<file path="config.mk">
export PLATFORM = sky130hd
export DESIGN_NAME = midi_track_event_encoder_top
export DESIGN_NICKNAME = d
export VERILOG_FILES = /design/src/rtl/mtee_pkg.sv /design/src/rtl/mtee_front.sv /design/src/rtl/mtee_queue.sv /design/src/rtl/mtee_back.sv /design/src/rtl/midi_track_event_encoder_top.sv
export SDC_FILE = /design/constraint.sdc
export NUM_CORES = 1
export LEC_CHECK = 0
export BUFFER_PORTS_ARGS = -buffer_cell sky130_fd_sc_hd__buf_2
export CORE_MARGIN = 2
export CORE_UTILIZATION = 55
export DETAILED_ROUTE_END_ITERATION = 7
export PLACE_DENSITY = 0.84
export SYNTH_ARGS = -nofsm -noshare
export SYNTH_HDL_FRONTEND = slang
export SYNTH_SLANG_ARGS = --single-unit
</file>
<file path="constraint.sdc">
create_clock -name i_clk -period 7.8 [get_ports i_clk]
set_input_delay 1.56 -clock i_clk [delete_from_list [all_inputs] [get_ports i_clk]]
set_output_delay 1.56 -clock i_clk [all_outputs]
set_load 0.02 [all_outputs]
</file>
<file path="src/rtl/mtee_pkg.sv">
package mtee_pkg;

    typedef enum logic [1:0] {
        MODE_DELAY   = 2'd0,
        MODE_CHANNEL = 2'd1,
        MODE_META    = 2'd2,
        MODE_PAYLOAD = 2'd3
    } t_mode;

    localparam int DELAY_W     = 28;
    localparam int GROUP_W     = 7;
    localparam int BYTE_W      = 8;
    localparam int MAX_BYTES   = 7;
    localparam int CNT_W       = 3;
    localparam int QUEUE_DEPTH = 4;
    localparam int QPTR_W      = 2;
    localparam int QCNT_W      = 3;

    localparam logic [BYTE_W-1:0] CONT_BIT  = 8'h80;
    localparam logic [BYTE_W-1:0] META_BYTE = 8'hFF;

    typedef struct packed {
        logic [MAX_BYTES-1:0][BYTE_W-1:0] bytes;
        logic [CNT_W-1:0]                 count;
    } t_job;

    typedef struct packed {
        logic full;
        logic empty;
    } t_qstat;

endpackage

</file>
<file path="src/rtl/mtee_front.sv">
module mtee_front (
    input  logic                        i_clk,
    input  logic                        i_rst_n,
    input  logic                        i_accept,
    input  logic [1:0]                  i_mode,
    input  logic [27:0]                 i_delay_amount,
    input  logic [7:0]                  i_status_byte,
    input  logic [1:0]                  i_data_count,
    input  logic [6:0]                  i_first_data,
    input  logic [6:0]                  i_second_data,
    input  logic [6:0]                  i_meta_type,
    input  logic [7:0]                  i_meta_length,
    input  logic [7:0]                  i_payload_byte,
    output mtee_pkg::t_job              o_job
);

    logic [mtee_pkg::DELAY_W-1:0] r_pending_delay;
    logic [mtee_pkg::DELAY_W-1:0] n_pending_delay;
    logic [mtee_pkg::BYTE_W-1:0]  r_last_status;
    logic [mtee_pkg::BYTE_W-1:0]  n_last_status;

    mtee_pkg::t_mode                        w_mode;
    logic [mtee_pkg::DELAY_W:0]             w_sum;
    logic [mtee_pkg::CNT_W-1:0]             w_dlen;
    logic [mtee_pkg::CNT_W-1:0]             w_dlen_used;
    logic [mtee_pkg::CNT_W-1:0]             w_elen;
    logic [3:0][mtee_pkg::BYTE_W-1:0]       w_dbytes;
    logic [2:0][mtee_pkg::BYTE_W-1:0]       w_ebytes;
    logic [1:0]                             w_dcnt;
    logic [mtee_pkg::GROUP_W-1:0]           w_g3;
    logic [mtee_pkg::GROUP_W-1:0]           w_g2;
    logic [mtee_pkg::GROUP_W-1:0]           w_g1;
    logic [mtee_pkg::GROUP_W-1:0]           w_g0;

    assign w_mode = mtee_pkg::t_mode'(i_mode);
    assign w_sum  = {1'b0, r_pending_delay} + {1'b0, i_delay_amount};
    assign w_g3   = r_pending_delay[27:21];
    assign w_g2   = r_pending_delay[20:14];
    assign w_g1   = r_pending_delay[13:7];
    assign w_g0   = r_pending_delay[6:0];
    assign w_dcnt = (i_data_count == 2'd3) ? 2'd2 : i_data_count;

    // The delay is sent most significant group first, with the top bit set on
    // every byte but the last one.
    always_comb begin
        w_dbytes = '0;
        if (w_g3 != '0) begin
            w_dlen      = 3'd4;
            w_dbytes[0] = mtee_pkg::CONT_BIT | {1'b0, w_g3};
            w_dbytes[1] = mtee_pkg::CONT_BIT | {1'b0, w_g2};
            w_dbytes[2] = mtee_pkg::CONT_BIT | {1'b0, w_g1};
            w_dbytes[3] = {1'b0, w_g0};
        end else if (w_g2 != '0) begin
            w_dlen      = 3'd3;
            w_dbytes[0] = mtee_pkg::CONT_BIT | {1'b0, w_g2};
            w_dbytes[1] = mtee_pkg::CONT_BIT | {1'b0, w_g1};
            w_dbytes[2] = {1'b0, w_g0};
        end else if (w_g1 != '0) begin
            w_dlen      = 3'd2;
            w_dbytes[0] = mtee_pkg::CONT_BIT | {1'b0, w_g1};
            w_dbytes[1] = {1'b0, w_g0};
        end else begin
            w_dlen      = 3'd1;
            w_dbytes[0] = {1'b0, w_g0};
        end
    end

    always_comb begin
        w_ebytes    = '0;
        w_elen      = '0;
        w_dlen_used = '0;
        case (w_mode)
            mtee_pkg::MODE_CHANNEL: begin
                w_dlen_used = w_dlen;
                if (i_status_byte != r_last_status) begin
                    w_ebytes[0] = i_status_byte;
                    w_ebytes[1] = {1'b0, i_first_data};
                    w_ebytes[2] = {1'b0, i_second_data};
                    w_elen      = {1'b0, w_dcnt} + 3'd1;
                end else begin
                    w_ebytes[0] = {1'b0, i_first_data};
                    w_ebytes[1] = {1'b0, i_second_data};
                    w_elen      = {1'b0, w_dcnt};
                end
            end
            mtee_pkg::MODE_META: begin
                w_dlen_used = w_dlen;
                w_ebytes[0] = mtee_pkg::META_BYTE;
                w_ebytes[1] = {1'b0, i_meta_type};
                w_ebytes[2] = i_meta_length;
                w_elen      = 3'd3;
            end
            mtee_pkg::MODE_PAYLOAD: begin
                w_ebytes[0] = i_payload_byte;
                w_elen      = 3'd1;
            end
            default: begin
                w_elen = '0;
            end
        endcase
    end

    always_comb begin
        logic [mtee_pkg::CNT_W-1:0] kk;
        logic [mtee_pkg::CNT_W-1:0] off;
        o_job.bytes = '0;
        for (int k = 0; k < mtee_pkg::MAX_BYTES; k++) begin
            kk  = mtee_pkg::CNT_W'(k);
            off = kk - w_dlen_used;
            if (kk < w_dlen_used) begin
                o_job.bytes[k] = w_dbytes[kk[1:0]];
            end else if (off < 3'd3) begin
                o_job.bytes[k] = w_ebytes[off[1:0]];
            end
        end
        o_job.count = w_dlen_used + w_elen;
    end

    always_comb begin
        n_pending_delay = r_pending_delay;
        n_last_status   = r_last_status;
        if (i_accept) begin
            case (w_mode)
                mtee_pkg::MODE_DELAY: begin
                    n_pending_delay = w_sum[mtee_pkg::DELAY_W] ? '1
                                    : w_sum[mtee_pkg::DELAY_W-1:0];
                end
                mtee_pkg::MODE_CHANNEL: begin
                    n_pending_delay = '0;
                    n_last_status   = i_status_byte;
                end
                mtee_pkg::MODE_META: begin
                    n_pending_delay = '0;
                end
                default: begin
                    n_pending_delay = r_pending_delay;
                end
            endcase
        end
    end

    always_ff @(posedge i_clk) begin
        if (!i_rst_n) begin
            r_pending_delay <= '0;
            r_last_status   <= '0;
        end else begin
            r_pending_delay <= n_pending_delay;
            r_last_status   <= n_last_status;
        end
    end

endmodule

</file>
<file path="src/rtl/mtee_queue.sv">
module mtee_queue (
    input  logic            i_clk,
    input  logic            i_rst_n,
    input  logic            i_push,
    input  mtee_pkg::t_job  i_job,
    input  logic            i_pop,
    output mtee_pkg::t_job  o_head,
    output mtee_pkg::t_qstat o_qstat
);

    mtee_pkg::t_job                r_mem [mtee_pkg::QUEUE_DEPTH];
    logic [mtee_pkg::QPTR_W-1:0]   r_wptr;
    logic [mtee_pkg::QPTR_W-1:0]   r_rptr;
    logic [mtee_pkg::QCNT_W-1:0]   r_count;
    logic [mtee_pkg::QPTR_W-1:0]   n_wptr;
    logic [mtee_pkg::QPTR_W-1:0]   n_rptr;
    logic [mtee_pkg::QCNT_W-1:0]   n_count;

    assign o_head        = r_mem[r_rptr];
    assign o_qstat.full  = (r_count == mtee_pkg::QCNT_W'(mtee_pkg::QUEUE_DEPTH));
    assign o_qstat.empty = (r_count == '0);

    always_comb begin
        n_wptr  = i_push ? r_wptr + 1'b1 : r_wptr;
        n_rptr  = i_pop ? r_rptr + 1'b1 : r_rptr;
        n_count = r_count;
        if (i_push && !i_pop) begin
            n_count = r_count + 1'b1;
        end else if (!i_push && i_pop) begin
            n_count = r_count - 1'b1;
        end
    end

    always_ff @(posedge i_clk) begin
        if (i_push) begin
            r_mem[r_wptr] <= i_job;
        end
    end

    always_ff @(posedge i_clk) begin
        if (!i_rst_n) begin
            r_wptr  <= '0;
            r_rptr  <= '0;
            r_count <= '0;
        end else begin
            r_wptr  <= n_wptr;
            r_rptr  <= n_rptr;
            r_count <= n_count;
        end
    end

endmodule

</file>
<file path="src/rtl/mtee_back.sv">
module mtee_back (
    input  logic             i_clk,
    input  logic             i_rst_n,
    input  mtee_pkg::t_job   i_job,
    input  mtee_pkg::t_qstat i_qstat,
    input  logic             i_stall,
    output logic             o_pop,
    output logic             o_valid,
    output logic [7:0]       o_out_byte,
    output logic             o_last_of_item
);

    logic                         r_out_valid;
    logic                         n_out_valid;
    logic [mtee_pkg::CNT_W-1:0]   r_idx;
    logic [mtee_pkg::CNT_W-1:0]   n_idx;
    logic [mtee_pkg::BYTE_W-1:0]  r_out_byte;
    logic                         r_last;
    logic                         w_load;
    logic                         w_emit;
    logic                         w_last;

    assign w_load = !r_out_valid || !i_stall;
    assign w_emit = w_load && !i_qstat.empty;
    assign w_last = (r_idx == i_job.count - 3'd1);
    assign o_pop  = w_emit && w_last;

    always_comb begin
        n_out_valid = w_load ? !i_qstat.empty : r_out_valid;
        n_idx       = r_idx;
        if (w_emit) begin
            n_idx = w_last ? '0 : r_idx + 3'd1;
        end
    end

    always_ff @(posedge i_clk) begin
        if (!i_rst_n) begin
            r_out_valid <= 1'b0;
            r_idx       <= '0;
        end else begin
            r_out_valid <= n_out_valid;
            r_idx       <= n_idx;
        end
    end

    always_ff @(posedge i_clk) begin
        if (w_emit) begin
            r_out_byte <= i_job.bytes[r_idx];
            r_last     <= w_last;
        end
    end

    assign o_valid        = r_out_valid;
    assign o_out_byte     = r_out_byte;
    assign o_last_of_item = r_last;

endmodule

</file>
<file path="src/rtl/midi_track_event_encoder_top.sv">
// With the queue empty and the output idle, the first byte of a request passes through the queue
// entry and then the registered output byte before it shows at the output.
// Throughput: one output byte per cycle while the output is not stalled; a request that produces
// bytes has one to seven of them, and a delay request produces no byte.
// A four-entry queue between the front and the output serializer absorbs output stalls.
// Synchronous active-low reset clears the pending delay, the running status and the queue.
module midi_track_event_encoder_top (
    input  logic        i_clk,
    input  logic        i_rst_n,
    input  logic        i_valid,
    output logic        o_stall,
    input  logic [1:0]  i_mode,
    input  logic [27:0] i_delay_amount,
    input  logic [7:0]  i_status_byte,
    input  logic [1:0]  i_data_count,
    input  logic [6:0]  i_first_data,
    input  logic [6:0]  i_second_data,
    input  logic [6:0]  i_meta_type,
    input  logic [7:0]  i_meta_length,
    input  logic [7:0]  i_payload_byte,
    output logic        o_valid,
    input  logic        i_stall,
    output logic [7:0]  o_out_byte,
    output logic        o_last_of_item
);

    mtee_pkg::t_job   w_new_job;
    mtee_pkg::t_job   w_head;
    mtee_pkg::t_qstat w_qstat;
    logic             w_accept;
    logic             w_push;
    logic             w_pop;

    assign o_stall  = w_qstat.full;
    assign w_accept = i_valid && !w_qstat.full;
    assign w_push   = w_accept && (i_mode != mtee_pkg::MODE_DELAY);

    mtee_front u_front (
        .i_clk          (i_clk),
        .i_rst_n        (i_rst_n),
        .i_accept       (w_accept),
        .i_mode         (i_mode),
        .i_delay_amount (i_delay_amount),
        .i_status_byte  (i_status_byte),
        .i_data_count   (i_data_count),
        .i_first_data   (i_first_data),
        .i_second_data  (i_second_data),
        .i_meta_type    (i_meta_type),
        .i_meta_length  (i_meta_length),
        .i_payload_byte (i_payload_byte),
        .o_job          (w_new_job)
    );

    mtee_queue u_queue (
        .i_clk   (i_clk),
        .i_rst_n (i_rst_n),
        .i_push  (w_push),
        .i_job   (w_new_job),
        .i_pop   (w_pop),
        .o_head  (w_head),
        .o_qstat (w_qstat)
    );

    mtee_back u_back (
        .i_clk          (i_clk),
        .i_rst_n        (i_rst_n),
        .i_job          (w_head),
        .i_qstat        (w_qstat),
        .i_stall        (i_stall),
        .o_pop          (w_pop),
        .o_valid        (o_valid),
        .o_out_byte     (o_out_byte),
        .o_last_of_item (o_last_of_item)
    );

endmodule

</file>
==> results.tsv, run 1 <==
metric	value	unit
cts_tree	yes	
gp_routability_congestion	0.951	
antenna_found_initial	0	
period_share	0.615	
fin_nets	1319	
cp-start-kind	input port	
worst-path-max-fanout	27	
vias	9945	
layout_commonest_cell	edfxtp_1	
ios	92	
worst_pin_slew	1.10	ns
crit_required	8.10	ns
leakage	6.12	nW
core	26200	um2
status	finished clean	
ant_nets	0	
criticalPathCategory	input port to flip-flop	
wl	36.9	mm
dieWidth	168	um
dieArea	28100	um2
fin_skew	0.0299	ns
grt_max_degree	60	
grt_first_pass_wirelength	56.5	mm
end_kind	flip-flop	
hold_slack	0.515	ns
synthArstFlopShare	0	
syn_area	14700	um2
fmax	208	MHz
rsz0062_at_grt	no	
regArea	8340	um2
ctsHoldBuffers	0	
grt_pass1_vias	9490	
syn_to_final_growth	12.0	%
min_period	4.80	ns
fp.dieH	168	um
htreeDepth	1	
drv_cap	0	
yosys_register_bits	294	
wire_per_inst	23.9	um
fillers	1876	
maxSlewViolCount	0	
mostFrequentLayoutCells	edfxtp_1 (245), buf_2 (91), nand2_1 (90)	
hold_viol	0	
ys.flop_type	edfxtp_1	
clock-sinks	294	
port_buffers	91	
drive_gt1_frac	0.207	
rows	59	
via_per_inst	6.44	
ys_seq_area_frac	0.566	
drt_drc_violations_left	0	
hp-class	flip-flop to flip-flop	
grt.total_usage	0.262	
numPlacedInstances	1493	
path_clk_slew	0.07	ns
tns	0	ns
setup_violations	0	
first_iter_violations	1209	
syn_area_per_cell	13.1	um2
cts_max_path_buffers	3	
overflow	0	
fin_util	0.630	
relSlewSlack	0.259	
synth_warnings	0	
syn_inst	1121	
vdd_ir_drop_max	0.221	mV
drt-pass1-iter-count	6	
cts_setup_buffers	0	
cts_root_buffer	clkbuf_16	
cp.arrival	5.10	ns
pwr_density_cell	330	nW/um2
synthDistinctLibCells	66	
syn-num-nets	1251	
cts_buffers	29	
synth_edf_count	245	
multiInputGateArea	6030	um2
fin_cells	1545	
clkLatencyLatePin	0.57	ns
start_util	0.562	
cts_resized	0	
dp.final_hpwl	24.9	mm
antenna_cells	0	
==> layout make-up <==
type,instances,area share
multi-input combinational,735,0.365
timing repair buffer,103,0.0330
clock buffer,31,0.0444
clock inverter,21,0.0207
sequential,294,0.505
tap,335,0.0254
inverter,26,0.00606
==> per-stage QoR <==
stage               setup WS [ns]  area (um2)  total power [W]
floorplan                    3.61       14700          0.00341
global placement             2.54       15400          0.00382
detailed placement           2.52       15400          0.00388
CTS                          3.09       16500          0.00545
global route                 2.76       16500          0.00568
finish                       3.00       16500          0.00545
==> worst max-delay path, cell delays in order <==
cell	delay (ns)
buf_2	0.14
inv_1	0.07
ha_1	0.45
nand2_1	0.20
or2_1	0.54
inv_4	0.30
ha_1	1.10
a21oi_1	0.21
o21ai_0	0.51
==> Yosys cell counts, types with 23 or more instances <==
cell type / instances / area (um2)
inv_1: 25 / 93.8
nor2_1: 60 / 225
a21oi_1: 68 / 340
ha_1: 46 / 576
clkbuf_1: 48 / 180
o21ai_0: 62 / 310
nor3_1: 23 / 115
mux4_2: 67 / 1510
mux2i_1: 44 / 440
dfxtp_1: 49 / 981
xnor2_1: 25 / 219
edfxtp_1: 245 / 7360
nand2_1: 90 / 338
==> state kept, by name (all words and copies together) (netlist names), 2 cells and up, named ones only <==
signal and flops:
u_queue.r_mem 236, u_queue.r_count 3, u_front.r_last_status 8, u_queue.r_rptr 2
u_queue.r_wptr 2, u_back.r_idx 3, u_back.o_out_byte 8, u_front.r_pending_delay 28
==> layer usage <==
layer,vias to the layer above,track usage,part of all wire
li1,4472,-,-
met1,4903,0.380,0.42
met2,513,0.423,0.48
met3,57,0.0437,0.084
met4,0,0.0526,0.018
met5,-,0,0
==> where the power goes <==
group	internal [W]	switching (W)	total [W]	leakage [nW]
registers	0.00204	0.000113	0.00215	2.69
clock network	0.000952	0.000608	0.00156	0.513
logic	0.000688	0.00105	0.00174	2.91
total	0.00368	0.00177	0.00545	6.12
==> cells by family after synthesis <==
| logic type | share of synthesized area |
|---|---|
| flip-flops | 0.566 |
| AO/OA/AOI/OAI | 0.118 |
| AND/OR/NAND/NOR | 0.0781 |
| XOR/XNOR | 0.0273 |
| buffers and inverters | 0.0256 |
| adder cells (fa/ha/maj) | 0.0431 |
| multiplexers | 0.142 |
==> worst paths after layout <==
path	start	to	slack [ns]	cells after the start
max	i_mode[0]	u_queue.r_mem[3][24]	3.00	9
min	u_front.r_pending_delay[25]	u_front.r_pending_delay[25]	0.51	2
max reg2reg	u_front.r_pending_delay[17]	u_queue.r_mem[3][24]	3.21	8
min reg2reg	u_front.r_pending_delay[25]	u_front.r_pending_delay[25]	0.51	2
Note: power is estimated with default switching activity, not from simulation.
==> inputs of run 2 (changes only) <==
clock period = 4.9 ns   (was 7.8 ns; I/O delays follow)
==> results.tsv, run 2 (synthesized netlist as in run 1, its figures left out) <==
metric	value	unit	change
clkLatencyLatePin	0.56	ns	about the same
clock-sinks	294		unchanged
dieWidth	168	um	unchanged
drv_cap	0		unchanged
numPlacedInstances	1506		+0.87%
crit_required	5.18	ns	-2.92 ns
htreeDepth	1		unchanged
vdd_ir_drop_max	0.230	mV	+4.0%
fin_ws	1.12	ns	-1.88 ns
period_share	0.771		
worst_pin_slew	1.07	ns	-0.0300 ns
cts_setup_buffers	0		unchanged
drive_gt1_frac	0.216		+0.00890
antenna_cells	0		unchanged
grt_max_degree	60		unchanged
gp_routability_congestion	0.994		+4.5%
ctsHoldBuffers	0		unchanged
overflow	0		unchanged
regMostFlops	u_queue.r_mem		
criticalPathCategory	flip-flop to flip-flop		
worst-path-max-fanout	18		-33%
start_util	0.562		unchanged
maxSlewViolCount	0		unchanged
post-place-ws	0.969	ns	-1.55 ns
cp.arrival	4.06	ns	-1.04 ns
core	26200	um2	unchanged
dpl-instance-area	15500	um2	+0.63%
wl	36.7	mm	-0.59%
ant_nets	0		unchanged
cts_resized	0		unchanged
via_per_inst	6.47		+0.45%
drt_drc_violations_left	0		unchanged
layout_commonest_cell	edfxtp_1		
wire_per_inst	23.5	um	-1.5%
status	finished clean		
fin_skew	0.00784	ns	-0.0221 ns
cts_tree	yes		
tns	0	ns	unchanged
hp-class	flip-flop to flip-flop		
pwr_density_cell	516	nW/um2	+56%
leakage	6.17	nW	+0.79%
grt_pass1_vias	9743		+2.7%
syn_to_final_growth	12.2	%	
first_iter_violations	1144		-5.4%
final_area	16500	um2	+0.14%
reg_top3	u_queue.r_mem: 236 flops, u_front.r_pending_delay: 28 flops		
grt.total_usage	0.263		+0.00104
antenna_found_initial	0		unchanged
ios	92		unchanged
path_clk_slew	0.06	ns	about the same
cts_max_path_buffers	3		unchanged
setup_violations	0		unchanged
dp.final_hpwl	25.4	mm	+1.9%
fp.dieH	168	um	unchanged
rows	59		unchanged
cts_buffers	29		unchanged
rsz0062_at_grt	no		
dieArea	28100	um2	unchanged
cts_root_buffer	clkbuf_16		
fin_cells	1560		+0.97%
largest_reg_flops	236		unchanged
fin_nets	1332		+0.99%
end_kind	flip-flop		
cp-start-kind	flip-flop		
port_buffers	91		unchanged
grt_first_pass_wirelength	56.9	mm	+0.78%
min_period	3.78	ns	
relSlewSlack	0.282		+0.0229
drt-pass1-iter-count	7		+1
fmax	265	MHz	
vias	10100		+1.4%
mostFrequentLayoutCells	edfxtp_1 (245), buf_2 (91), nand2_1 (90)		
hold_viol	0		unchanged
hold_slack	0.503	ns	-0.0121 ns
==> run 2: cell type report <==
cell class	instances	area (um2)
multi-input cells	735	6030
flip-flops and latches	294	8340
well taps	335	419
clock inverters	19	213
fillers	1845	9670
clock buffers	35	788
inverters	26	100
repair buffers	116	643
==> run 2: power by group <==
| group | total, W | switching (W) | internal [W] |
|---|---|---|---|
| sequential | 0.00342 | 0.000177 | 0.00324 |
| clock | 0.00229 | 0.000930 | 0.00136 |
| combinational | 0.00283 | 0.00169 | 0.00114 |
| total | 0.00854 | 0.00279 | 0.00574 |
==> run 2: per-stage QoR <==
stage	power [W]	utilization
6_report	0.00854	0.631
5_1_grt	0.00888	0.631
4_1_cts	0.00853	0.631
3_5_place_dp	0.00624	0.593
3_3_place_gp	0.00611	0.593
2_1_floorplan	0.00542	-
==> run 2: final timing paths <==
| kind | start | end | cells past startpoint | slack, ns |
|---|---|---|---|---|
| worst max register to register | u_front.r_pending_delay[23] | u_queue.r_mem[1][23] | 10 | 1.12 |
| worst min register to register | u_back.o_valid | u_back.o_valid | 2 | 0.50 |
| worst min-delay path | u_back.o_valid | u_back.o_valid | 2 | 0.50 |
| worst max-delay path | u_front.r_pending_delay[23] | u_queue.r_mem[1][23] | 10 | 1.12 |
==> run 2: critical path: stages (launching register included) <==
cell and delay [ns]:
dfxtp_1 0.37, nor4_1 0.36, and2_1 0.58, nand2_1 0.24, nor2_1 0.14, buf_4 0.23, ha_1 0.50, buf_4 0.30
nor3_1 0.19, a21oi_1 0.09, o21ai_0 0.49
==> run 2: routing by layer <==
metal / wire length (um) / up-vias / global-route usage / part of all wire
met5: 0 / - / 0 / 0
met4: 873 / 0 / 0.0560 / 0.024
met3: 3410 / 69 / 0.0437 / 0.093
met2: 17600 / 577 / 0.436 / 0.48
met1: 14800 / 4944 / 0.370 / 0.40
li1: - / 4497 / - / -
